`config.mk`:
```
export PLATFORM = sky130hd
export DESIGN_NAME = printf_conversion_formatter
export DESIGN_NICKNAME = d
export VERILOG_FILES = /design/src/rtl/pcf_pkg.sv /design/src/rtl/pcf_bcd.sv /design/src/rtl/printf_conversion_formatter.sv
export VERILOG_INCLUDE_DIRS = /design/src /design/src/rtl
export SDC_FILE = /design/constraint.sdc
export NUM_CORES = 1
export LEC_CHECK = 0
export BUFFER_PORTS_ARGS = -buffer_cell sky130_fd_sc_hd__buf_2
export CAP_MARGIN = 20
export CORE_MARGIN = 4
export CORE_UTILIZATION = 55
export CTS_CLUSTER_DIAMETER = 80
export DETAILED_ROUTE_END_ITERATION = 12
export GPL_TIMING_DRIVEN = 1
export PLACE_DENSITY = 0.82
export RECOVER_POWER = 50
export SLEW_MARGIN = 20
export SYNTH_ARGS = -nofsm -noshare
export SYNTH_HDL_FRONTEND = slang
export SYNTH_SLANG_ARGS = --single-unit
```
`constraint.sdc`:
```
create_clock -name clk -period 9.55 [get_ports clk]
set_input_delay 2.865 -clock clk [delete_from_list [all_inputs] [get_ports clk]]
set_output_delay 2.865 -clock clk [all_outputs]
set_load 0.01 [all_outputs]
```
`src/rtl/printf_conversion_formatter_macros.svh`:
```
// Assertion macros shared by the formatter RTL.
`ifndef PRINTF_CONVERSION_FORMATTER_MACROS_SVH
`define PRINTF_CONVERSION_FORMATTER_MACROS_SVH

// Same-cycle implication, checked on every rising edge outside reset.
`define PCF_ASSERT_IMPL(lbl, ante, cons) \
	lbl: assert property (@(posedge clk) disable iff (!arst_n) (ante) |-> (cons)) \
		else $error("formatter check failed");

// Next-cycle implication.
`define PCF_ASSERT_NEXT(lbl, ante, cons) \
	lbl: assert property (@(posedge clk) disable iff (!arst_n) (ante) |=> (cons)) \
		else $error("formatter check failed");

`endif

```
`src/rtl/pcf_pkg.sv`:
```
package pcf_pkg;

	localparam int unsigned MAX_FIELD_DEF = 64;

	localparam int unsigned BIN_W = 32;
	localparam int unsigned BCD_DIGITS = 10;
	localparam int unsigned BCD_W = 4 * BCD_DIGITS;
	localparam int unsigned CNT_W = $clog2(BIN_W);

	localparam int unsigned F_HASH = 0;
	localparam int unsigned F_PLUS = 1;
	localparam int unsigned F_SPC = 2;
	localparam int unsigned F_LEFT = 3;
	localparam int unsigned F_ZERO = 4;
	localparam int unsigned F_PREC = 5;

	localparam logic [7:0] CH_C = 8'h63;
	localparam logic [7:0] CH_D = 8'h64;
	localparam logic [7:0] CH_I = 8'h69;
	localparam logic [7:0] CH_U = 8'h75;
	localparam logic [7:0] CH_LX = 8'h78;
	localparam logic [7:0] CH_UX = 8'h58;
	localparam logic [7:0] CH_P = 8'h70;
	localparam logic [7:0] CH_PCT = 8'h25;
	localparam logic [7:0] CH_SPACE = 8'h20;
	localparam logic [7:0] CH_PLUS = 8'h2B;
	localparam logic [7:0] CH_MINUS = 8'h2D;
	localparam logic [7:0] CH_ZERO = 8'h30;
	localparam logic [7:0] CH_LA = 8'h61;
	localparam logic [7:0] CH_UA = 8'h41;
	localparam logic [7:0] CH_NUL = 8'h00;

	typedef enum logic [2:0] {
		S_IDLE,
		S_CONV,
		S_SIZE,
		S_PLAN,
		S_EMIT
	} state_t;

	typedef enum logic [2:0] {
		K_CHR,
		K_DEC,
		K_HEX,
		K_PTR,
		K_UNK
	} kind_t;

	function automatic logic [7:0] digit_char(input logic [3:0] nib, input logic upper);
		logic [7:0] n8;
		n8 = {4'b0, nib};
		if (nib < 4'd10)
			return CH_ZERO + n8;
		return (upper ? CH_UA : CH_LA) + n8 - 8'd10;
	endfunction

endpackage

```
`src/rtl/pcf_bcd.sv`:
```
module pcf_bcd (
	input  logic                           clk,
	input  logic                           arst_n,
	input  logic                           start,
	input  logic [pcf_pkg::BIN_W-1:0]      bin,
	output logic                           done,
	output logic [pcf_pkg::BCD_W-1:0]      bcd
);

	logic [pcf_pkg::BIN_W-1:0] sh_q;
	logic [pcf_pkg::BCD_W-1:0] bcd_q;
	logic [pcf_pkg::BCD_W-1:0] adj;
	logic [pcf_pkg::CNT_W-1:0] cnt_q;
	logic                      busy_q;
	logic                      done_q;

	// Shift-and-add-three: every digit of five or more is corrected before the shift.
	always_comb begin
		for (int d = 0; d < pcf_pkg::BCD_DIGITS; d++) begin
			adj[d*4 +: 4] = (bcd_q[d*4 +: 4] >= 4'd5) ? bcd_q[d*4 +: 4] + 4'd3
				: bcd_q[d*4 +: 4];
		end
	end

	always_ff @(posedge clk or negedge arst_n) begin
		if (!arst_n) begin
			busy_q <= 1'b0;
			done_q <= 1'b0;
			cnt_q <= '0;
		end else begin
			done_q <= busy_q && (cnt_q == pcf_pkg::CNT_W'(pcf_pkg::BIN_W - 1));
			if (start) begin
				busy_q <= 1'b1;
				cnt_q <= '0;
			end else if (busy_q) begin
				cnt_q <= cnt_q + 1'b1;
				if (cnt_q == pcf_pkg::CNT_W'(pcf_pkg::BIN_W - 1))
					busy_q <= 1'b0;
			end
		end
	end

	always_ff @(posedge clk) begin
		if (start) begin
			sh_q <= bin;
			bcd_q <= '0;
		end else if (busy_q) begin
			bcd_q <= {adj[pcf_pkg::BCD_W-2:0], sh_q[pcf_pkg::BIN_W-1]};
			sh_q <= {sh_q[pcf_pkg::BIN_W-2:0], 1'b0};
		end
	end

	assign done = done_q;
	assign bcd = bcd_q;

endmodule

```
`src/rtl/printf_conversion_formatter.sv`:
```
// Formats one parsed printf conversion into a stream of ASCII characters.
// Input channel: in_valid/in_stall carry func, flags, width, precision and value;
// a transaction is taken when in_valid is high and in_stall is low.
// Output channel: out_valid/out_stall carry out_char, char_valid and last, one
// character per transaction, last set on the final one. A conversion that
// yields nothing gives a single transaction with char_valid low and last high.
// Output is cut after MAX_FIELD characters.
// One conversion is handled at a time; in_stall stays high from acceptance
// until the last character has been loaded into the output register.
// c, %, x, X, p and unknown conversions pass through the sizing and planning
// states before the first character; d, i and u first wait in a conversion state
// while the bit-serial binary to BCD converter works on the 32-bit magnitude.
// Characters then follow at one per cycle while out_stall is low.
// A stall on the output holds the current character and pauses generation.
// Reset clears the sequencer and the output valid flag; the block is then idle.
module printf_conversion_formatter #(
	parameter int unsigned MAX_FIELD = pcf_pkg::MAX_FIELD_DEF
) (
	input  logic        clk,
	input  logic        arst_n,
	input  logic        in_valid,
	output logic        in_stall,
	input  logic [7:0]  func,
	input  logic [5:0]  flags,
	input  logic [6:0]  width,
	input  logic [5:0]  precision,
	input  logic [63:0] value,
	output logic        out_valid,
	input  logic        out_stall,
	output logic [7:0]  out_char,
	output logic        char_valid,
	output logic        last
);

	localparam int unsigned CW = $clog2(MAX_FIELD + 1);

	pcf_pkg::state_t state_q, state_d;
	pcf_pkg::kind_t  kind_d;

	logic        upper_q, left_q, zero_q;
	logic [5:0]  prec_q;
	logic [6:0]  width_q;
	logic [63:0] mag_q, digits_q;
	logic [7:0]  pre0_q, pre1_q;
	logic [1:0]  pl_q;
	logic [5:0]  ndig_q;
	logic [7:0]  b1_q, b2_q, b3_q, b4_q, total_q;
	logic [CW-1:0] n_q;

	logic        out_valid_q, char_valid_q, last_q;
	logic [7:0]  out_char_q;

	// Decode of the incoming item.
	logic        upper_d, zero_d, is_dec;
	logic [5:0]  prec_d;
	logic [6:0]  width_d;
	logic [63:0] mag_d;
	logic [7:0]  pre0_d, pre1_d;
	logic [1:0]  pl_d;
	logic [31:0] raw;
	logic        accept, bcd_done;
	logic [pcf_pkg::BCD_W-1:0] bcd;

	// Planning and emission.
	logic [4:0]  k;
	logic [5:0]  ndig_d;
	logic [6:0]  len, pad;
	logic [7:0]  padl, zp, padr, b1_d, b2_d, b3_d, b4_d, tot_d;
	logic [7:0]  nn, idx, ch;
	logic        emit_go, is_last;

	assign accept = in_valid && !in_stall;
	assign in_stall = (state_q != pcf_pkg::S_IDLE);
	assign raw = value[31:0];

	always_comb begin
		upper_d = 1'b0;
		zero_d = flags[pcf_pkg::F_ZERO] && !flags[pcf_pkg::F_PREC];
		prec_d = flags[pcf_pkg::F_PREC] ? precision : 6'd1;
		width_d = width;
		mag_d = 64'd0;
		pre0_d = pcf_pkg::CH_PCT;
		pre1_d = func;
		pl_d = 2'd0;
		is_dec = 1'b0;
		if (func inside {pcf_pkg::CH_C, pcf_pkg::CH_PCT}) begin
			kind_d = pcf_pkg::K_CHR;
			pre0_d = (func == pcf_pkg::CH_C) ? value[7:0] : pcf_pkg::CH_PCT;
			pl_d = 2'd1;
			prec_d = 6'd0;
			zero_d = 1'b0;
		end else if (func inside {pcf_pkg::CH_D, pcf_pkg::CH_I}) begin
			kind_d = pcf_pkg::K_DEC;
			is_dec = 1'b1;
			mag_d = {32'd0, raw[31] ? 32'd0 - raw : raw};
			if (raw[31]) begin
				pre0_d = pcf_pkg::CH_MINUS;
				pl_d = 2'd1;
			end else if (flags[pcf_pkg::F_PLUS]) begin
				pre0_d = pcf_pkg::CH_PLUS;
				pl_d = 2'd1;
			end else if (flags[pcf_pkg::F_SPC]) begin
				pre0_d = pcf_pkg::CH_SPACE;
				pl_d = 2'd1;
			end
		end else if (func == pcf_pkg::CH_U) begin
			kind_d = pcf_pkg::K_DEC;
			is_dec = 1'b1;
			mag_d = {32'd0, raw};
		end else if (func inside {pcf_pkg::CH_LX, pcf_pkg::CH_UX}) begin
			kind_d = pcf_pkg::K_HEX;
			upper_d = (func == pcf_pkg::CH_UX);
			mag_d = {32'd0, raw};
			pre0_d = pcf_pkg::CH_ZERO;
			if (flags[pcf_pkg::F_HASH] && raw != 32'd0)
				pl_d = 2'd2;
		end else if (func == pcf_pkg::CH_P) begin
			kind_d = pcf_pkg::K_PTR;
			mag_d = value;
			pre0_d = pcf_pkg::CH_ZERO;
			pre1_d = pcf_pkg::CH_LX;
			pl_d = 2'd2;
			prec_d = 6'd1;
			zero_d = 1'b0;
		end else begin
			kind_d = pcf_pkg::K_UNK;
			pl_d = 2'd2;
			prec_d = 6'd0;
			width_d = 7'd0;
			zero_d = 1'b0;
		end
		// The X conversion prints an upper case prefix letter.
		if (kind_d == pcf_pkg::K_HEX)
			pre1_d = upper_d ? pcf_pkg::CH_UX : pcf_pkg::CH_LX;
	end

	pcf_bcd u_bcd (
		.clk   (clk),
		.arst_n(arst_n),
		.start (accept && is_dec),
		.bin   (mag_d[31:0]),
		.done  (bcd_done),
		.bcd   (bcd)
	);

	// Number of significant digits, at least one, widened to the precision; zero for a zero value with zero precision.
	always_comb begin
		k = 5'd1;
		for (int i = 1; i < 16; i++) begin
			if (digits_q[i*4 +: 4] != 4'd0)
				k = 5'(i + 1);
		end
		if (mag_q == 64'd0 && prec_q == 6'd0)
			ndig_d = 6'd0;
		else
			ndig_d = ({1'b0, k} > prec_q) ? {1'b0, k} : prec_q;
	end

	always_comb begin
		len = 7'(ndig_q) + 7'(pl_q);
		pad = (width_q > len) ? width_q - len : 7'd0;
		padl = (!left_q && !zero_q) ? 8'(pad) : 8'd0;
		zp = (!left_q && zero_q) ? 8'(pad) : 8'd0;
		padr = left_q ? 8'(pad) : 8'd0;
		b1_d = padl;
		b2_d = b1_d + 8'(pl_q);
		b3_d = b2_d + zp;
		b4_d = b3_d + 8'(ndig_q);
		tot_d = b4_d + padr;
		if (tot_d > 8'(MAX_FIELD))
			tot_d = 8'(MAX_FIELD);
	end

	// Character at the current output position.
	always_comb begin
		nn = 8'(n_q);
		idx = b4_q - 8'd1 - nn;
		if (nn < b1_q)
			ch = pcf_pkg::CH_SPACE;
		else if (nn < b2_q)
			ch = (nn == b1_q) ? pre0_q : pre1_q;
		else if (nn < b3_q)
			ch = pcf_pkg::CH_ZERO;
		else if (nn < b4_q)
			ch = (idx < 8'd16) ? pcf_pkg::digit_char(digits_q[idx[3:0]*4 +: 4], upper_q)
				: pcf_pkg::CH_ZERO;
		else
			ch = pcf_pkg::CH_SPACE;
		is_last = (total_q == 8'd0) || (nn + 8'd1 == total_q);
	end

	always_comb begin
		state_d = state_q;
		emit_go = 1'b0;
		case (state_q)
			pcf_pkg::S_IDLE: begin
				if (accept)
					state_d = is_dec ? pcf_pkg::S_CONV : pcf_pkg::S_SIZE;
			end
			pcf_pkg::S_CONV: begin
				if (bcd_done)
					state_d = pcf_pkg::S_SIZE;
			end
			pcf_pkg::S_SIZE: state_d = pcf_pkg::S_PLAN;
			pcf_pkg::S_PLAN: state_d = pcf_pkg::S_EMIT;
			pcf_pkg::S_EMIT: begin
				emit_go = !out_valid_q || !out_stall;
				if (emit_go && is_last)
					state_d = pcf_pkg::S_IDLE;
			end
			default: state_d = pcf_pkg::S_IDLE;
		endcase
	end

	always_ff @(posedge clk or negedge arst_n) begin
		if (!arst_n) begin
			state_q <= pcf_pkg::S_IDLE;
			out_valid_q <= 1'b0;
			n_q <= '0;
		end else begin
			state_q <= state_d;
			if (state_q == pcf_pkg::S_PLAN)
				n_q <= '0;
			else if (emit_go)
				n_q <= n_q + 1'b1;
			if (emit_go)
				out_valid_q <= 1'b1;
			else if (!out_stall)
				out_valid_q <= 1'b0;
		end
	end

	always_ff @(posedge clk) begin
		if (accept) begin
			upper_q <= upper_d;
			left_q <= flags[pcf_pkg::F_LEFT];
			zero_q <= zero_d;
			prec_q <= prec_d;
			width_q <= width_d;
			mag_q <= mag_d;
			digits_q <= mag_d;
			pre0_q <= pre0_d;
			pre1_q <= pre1_d;
			pl_q <= pl_d;
		end else if (state_q == pcf_pkg::S_CONV && bcd_done) begin
			digits_q <= 64'(bcd);
		end
		if (state_q == pcf_pkg::S_SIZE)
			ndig_q <= ndig_d;
		if (state_q == pcf_pkg::S_PLAN) begin
			b1_q <= b1_d;
			b2_q <= b2_d;
			b3_q <= b3_d;
			b4_q <= b4_d;
			total_q <= tot_d;
		end
		if (emit_go) begin
			out_char_q <= (total_q == 8'd0) ? pcf_pkg::CH_NUL : ch;
			char_valid_q <= (total_q != 8'd0);
			last_q <= is_last;
		end
	end

	assign out_valid = out_valid_q;
	assign out_char = out_char_q;
	assign char_valid = char_valid_q;
	assign last = last_q;

`include "printf_conversion_formatter_macros.svh"

	`PCF_ASSERT_NEXT(a_busy_after_accept, accept, in_stall)
	`PCF_ASSERT_NEXT(a_hold_stalled, out_valid && out_stall, out_valid && $stable(out_char) && $stable(last))
	`PCF_ASSERT_IMPL(a_count_bound, 1'b1, 8'(n_q) <= 8'(MAX_FIELD))

endmodule

```
* After elaboration in Yosys (flattened, before gate mapping)
Index checks and enable logic that the tools add are counted.
** Cells by class
- Muxes and demuxes :: 117
- Shift-type cells :: 1
- Equality and inequality tests :: 20
- $lt $le $gt $ge :: 19
- Reduce and logical (&&, ||, !) cells :: 49
- Add/sub/neg operators :: 25
** Operators with widths (count)
- 64-bit 2-to-1 mux :: 7
- 8-bit 2-to-1 mux :: 16
- 5-bit 2-to-1 mux :: 20
- 32-bit 2-to-1 mux :: 3
- 7-bit 2-to-1 mux :: 11
- 64-bit zero test :: 1
- 64-bit by 7-bit variable part select with 4-bit output :: 1
- 4-bit nonzero test :: 15
- 8-bit by 7-bit == test with 1-bit output (second input constant) :: 7
- 4-bit 2-to-1 mux :: 11
- 6-bit 2-to-1 mux :: 7
- 4-bit by 3-bit >= comparator with 1-bit output (second input constant) :: 10
- 4-bit by 2-bit adder with 4-bit output (second input constant) :: 9
- 7-bit by 8-bit < comparator with 1-bit output :: 4
- 32-bit nonzero test :: 1
- 1-bit by 32-bit subtractor with 32-bit output (first input constant) :: 1
- 3-bit 2-to-1 mux :: 10
- 1-bit 2-to-1 mux :: 25
- 8-bit by 7-bit adder with 8-bit output :: 2
- 3-bit one-hot mux with 5 select lines :: 1
- 2-bit 2-to-1 mux :: 6
- 2-bit nonzero test :: 6
- 1-bit logical AND :: 10
- 3-bit by 2-bit == test with 1-bit output (second input constant) :: 3
- 35 further kinds :: 44
** Storage, ports and cells
- Word-level logic and storage cells :: 260
- Output and inout port bits :: 12
- Flip-flop bits (word level) :: 308
- Input port bits :: 95

* Longest topological paths before layout
- Depth after elaboration :: 18
- Mapped depth :: 34
- Gate-level depth less buffers :: 32

* Modules after synthesis
From an unflattened synthesis, not the netlist that was laid out.
** Second synthesis, totals
- Cell total of the unflattened synthesis :: 1568
- Area, all modules :: 17538.1 µm²
** Modules (own cells, without submodules)
- printf_conversion_formatter :: area an instance 13432.9 µm², cells each 1167, sequential area each 6791.5 µm², times used 1
- pcf_bcd :: area an instance 4105.2 µm², cells each 401, sequential area each 1936.9 µm², times used 1

* Worst setup path after synthesis
OpenSTA, ideal clock, no wires.
- Path type :: input-to-reg
- From :: input port in_valid
- To :: register digits_q[0] (enable)
- Slack :: 1697 ps
- Data arrival time :: 7288 ps
- Stages :: 2
- Required time :: 8985 ps
- Library setup time :: 565 ps
- Buffers on the path :: 0
- Cells stage by stage :: mux2i_1 > nor3_1
** On the way
- Word-level cells in the longest chain between the ends :: 2
** RTL lines
- start: declaration :: line printf_conversion_formatter.sv:21 : input logic in_valid,
- 1-bit logical AND :: line printf_conversion_formatter.sv:72 : assign accept = in_valid && !in_stall;
- 2-bit nonzero test (no source line)
- end signal: assignment :: line printf_conversion_formatter.sv:241 : digits_q <= mag_d;
- end signal: assignment :: line printf_conversion_formatter.sv:246 : digits_q <= 64'(bcd);
- end: declaration :: line printf_conversion_formatter.sv:43 : logic [63:0] mag_q, digits_q;
Every way passes these cells.
A chain may end at the register's enable or synchronous reset.

* Worst setup path in the final report
- From :: input port in_valid
- To :: register u_bcd.sh_q[7] (netlist name), data pin
** On the way
- Word-level cells in the longest chain between the ends :: 3
** RTL lines
- 1-bit logical AND :: line printf_conversion_formatter.sv:72
- 1-bit logical AND :: line printf_conversion_formatter.sv:140 : .start (accept && is_dec),
- 32-bit 2-to-1 mux :: line pcf_bcd.sv:44 : if (start) begin
- end signal: assignment :: line pcf_bcd.sv:45 : sh_q <= bin;
- end signal: assignment :: line pcf_bcd.sv:49 : sh_q <= {sh_q[pcf_pkg::BIN_W-2:0], 1'b0};
- end: declaration :: line pcf_bcd.sv:10 : logic [pcf_pkg::BIN_W-1:0] sh_q;
Every way passes these cells.

==> summary.txt <==
Timing
  – Final Hold Fails: 0
  – Fin crit share: 0.839
  – Rel. slew slack: -1.31
  – Max Slew Vio Count: 236
  – Worst-margin pin slew: 3.46 ns
  – Clock Skew: 0.0268 ns
  – Final worst setup slack: 1.54 ns
  – RSZ-0062 raised after global routing: no
  – Final min period: ~8.0 ns
  – Final setup vio count: 0
  – Fmax achieved: about 120 MHz
  – Final setup TNS: 0 ns

Critical path
  – CP startpoint kind: input pin
  – Critical path buffers and inverters: 4
  – Critical Path AT: 8.33 ns
  – Critical Path End Type: flip-flop
  – Largest delay share family, worst path: buffers and inverters
  – Crit-path cells: clkbuf_1 > nand2_1 > buf_4 > clkinvlp_2 > nand2_1 > buf_4 > o21ai_0
  – Req. time, crit path: 9.86 ns
  – CP max stage delay: roughly 2.3 ns
  – Slowest cell on the critical path: clkinvlp_2
  – Setup CP Type: input pin to flip-flop
  – FF-to-FF Start: pl_q[1]
  – CP max FO: 68
  – Worst setup path startpoint: in_valid

Run status
  – Failing checks: max-capacitance violations, max-slew violations
  – Status: finished with violations

Synth
  – Post-synth ARST share: 0.0586
  – Syn Nets: around 1800
  – Post-synth EDFFs: ~250
  – Number of synthesized register bits: 307
  – Post-Synthesis Mean Instance Area: 10.6 µm²
  – Mapped Area: around 17000 µm²
  – Most common flop cell mapped by yosys: edfxtp_1
  – Netlist cell types: 80
  – Seq/Total Area, Yosys: 0.505
  – Yosys Warn Count: 0
  – Mapped Cells: 1624

Route
  – DRC: 0
  – Vias: 12900
  – Count of TritonRoute iterations in the first routing pass: 5
  – Per-cell routed wire length: 19.8 µm
  – Initial DRC count: 1186
  – Final wirelength: 42.2 mm
  – Via density: approximately 6
  – Post-route ant nets: 0

Power
  – Total power: 6.36 mW
  – Max VDD drop: 0.212 mV
  – P per Cell Area: 332 nW/µm²
  – Leakage: ~7.6 nW

Placed design
  – Post-DP HPWL: 31.1 mm
  – Placed cell area: ~18000 µm²
  – Port-buffer cells: 106
  – GPL Wtd Cong: 0.931
  – Pre-CTS setup slack: between 2 and 2.5 ns

CTS
  – Hold_buf cts: 0
  – Post-cts resize count: 0
  – Total CTS buffers: 31
  – Clock sinks: about 310
  – H-Tree Depth: 1
  – Clock-pin slew on the worst setup and hold paths: 0.07 ns
  – Clock Path Buffers: 3
  – Clock Latency Late Sink: between 0.5 and 0.6 ns
  – CTS tree: yes
  – Setup bufs post-CTS: 0
  – CTS Root Cell: clkbuf_16

GRT
  – First-pass GRT wire length: approximately 67 mm
  – Grt ovf: 0
  – Global Route Usage Sum: 0.243
  – Largest net degree at the start of global routing: 84
  – Initial antenna violation count: 1
  – Vias in the first global route: 12600

Final layout
  – Multi-input gate area: 7910 µm²
  – Area delta synth->final: 11.0%
  – Fin nets: between 1500 and 2000
  – N_diodes: 0
  – Most common cell after layout, fill and taps aside: edfxtp_1
  – Commonest non-fill, non-tap cells in the layout: edfxtp_1 (249), nand2_1 (141), nor2_1 (131), o21ai_0 (118), inv_1 (109)
  – Sequential Area: 8730 µm²
  – Fillers: between 2000 and 2500
  – Final instance area: 19200 µm²
  – Layout cell share with drive strength beyond 1: 0.120

Die
  – I/O pins: 107
  – Core Region: just over 30000 µm²
  – Row count: between 60 and 70
  – Die Y: roughly 190 µm
  – Horiz. Die Dim: 185 µm
  – Die area: 34300 µm²
  – Initial Util: 0.561

Run
  – Max cap viols: 4

Hold path
  – Hold Crit Start: u_bcd.bcd[39]
  – Hold Crit Class: flip-flop to flip-flop
==> synth_stat cells, types with 8 or more instances <==
cell / count / share of area
mux2i_1: 51 / 0.030
nor2b_1: 15 / 0.0054
mux2_2: 22 / 0.014
nor3_1: 32 / 0.0093
nand3_1: 47 / 0.014
dfrtp_1: 18 / 0.026
nor2_1: 131 / 0.028
a21o_1: 14 / 0.0061
or4_1: 11 / 0.0048
a21oi_1: 85 / 0.025
nand2_1: 141 / 0.031
o211ai_1: 8 / 0.0035
xor2_1: 29 / 0.015
and2_1: 46 / 0.017
a31oi_1: 10 / 0.0036
xnor2_1: 43 / 0.022
clkbuf_1: 47 / 0.010
o21ai_0: 118 / 0.034
inv_1: 109 / 0.024
o21a_1: 20 / 0.0087
ha_1: 94 / 0.068
nand2b_1: 24 / 0.0087
o31ai_1: 10 / 0.0043
mux4_2: 17 / 0.022
dfxtp_1: 40 / 0.046
edfxtp_1: 249 / 0.43
nor4_1: 40 / 0.014
nand4_1: 8 / 0.0029
and3_1: 35 / 0.013
==> worst paths after layout <==
| kind | slack, ns | depth (start not counted) | end |
|---|---|---|---|
| min reg2reg | 0.49 | 2 | u_bcd.bcd[39] |
| max | 1.54 | 7 | u_bcd.sh_q[7] |
| min in group asynchronous | 2.45 | 1 | u_bcd.cnt_q[1] |
| max reg2reg | 2.03 | 33 | total_q[4] |
| min | 0.49 | 2 | u_bcd.bcd[39] |
| max in group asynchronous | 6.46 | 1 | u_bcd.done |
==> tightest hold or removal path, cell delays in order (launching register included) <==
cell,delay (ns)
dfxtp_1,0.33
nand2_1,0.06
a21oi_1,0.05
==> metal layers <==
| layer | global-route usage | wire, µm |
|---|---|---|
| met1 | 0.305 | 16400 |
| met2 | 0.437 | 21400 |
| met3 | 0.0297 | 2920 |
| met4 | 0.0793 | 1540 |
| met5 | 0 | 13 |
==> flip-flops by register name, indices dropped and copies added (netlist names), 7 cells and up <==
signal,cells
b3_q,8
b1_q,7
u_bcd.bcd,40
pre1_q,8
total_q,8
n_q,7
mag_q,64
u_bcd.sh_q,32
b4_q,8
digits_q,64
out_char,8
b2_q,8
width_q,7
pre0_q,8
==> stage by stage <==
step / instances / utilization / hold slack, ns
6_report: 2138 / 0.622 / 0.493
5_1_grt: 2138 / 0.622 / 0.538
4_1_cts: 2138 / 0.624 / 0.491
3_5_place_dp: 2080 / 0.590 / 0.481
3_3_place_gp: 2080 / 0.590 / 0.455
2_1_floorplan: 1624 / - / 0.442
==> kinds of logic (layout without fill, tap and decap cells) <==
| logic type | count (synthesis) | after routing | synth area share |
|---|---|---|---|
| adder cells (fa/ha/maj) | 101 | 101 | 0.0762 |
| other | 1 | 1 | 0.000217 |
| multiplexers | 91 | 91 | 0.0669 |
| flip-flops | 307 | 307 | 0.505 |
| XOR/XNOR | 73 | 73 | 0.0378 |
| AND/OR/NAND/NOR | 572 | 572 | 0.168 |
| buffers and inverters | 170 | 288 | 0.0382 |
| AO/OA/AOI/OAI | 309 | 309 | 0.108 |
==> where the power goes <==
group,switching (mW),internal (mW)
clock network,0.525,0.722
registers,0.260,1.98
logic,1.70,1.18
total,2.48,3.88
==> final cells by class <==
type	count	share of cell area
clock buffer	39	0.0431
clock inverter	19	0.0111
inverter	110	0.0216
multi-input combinational	1147	0.412
sequential	307	0.455
tap	396	0.0258
timing repair buffer	120	0.0311
Power figures use the tool's default switching activity.
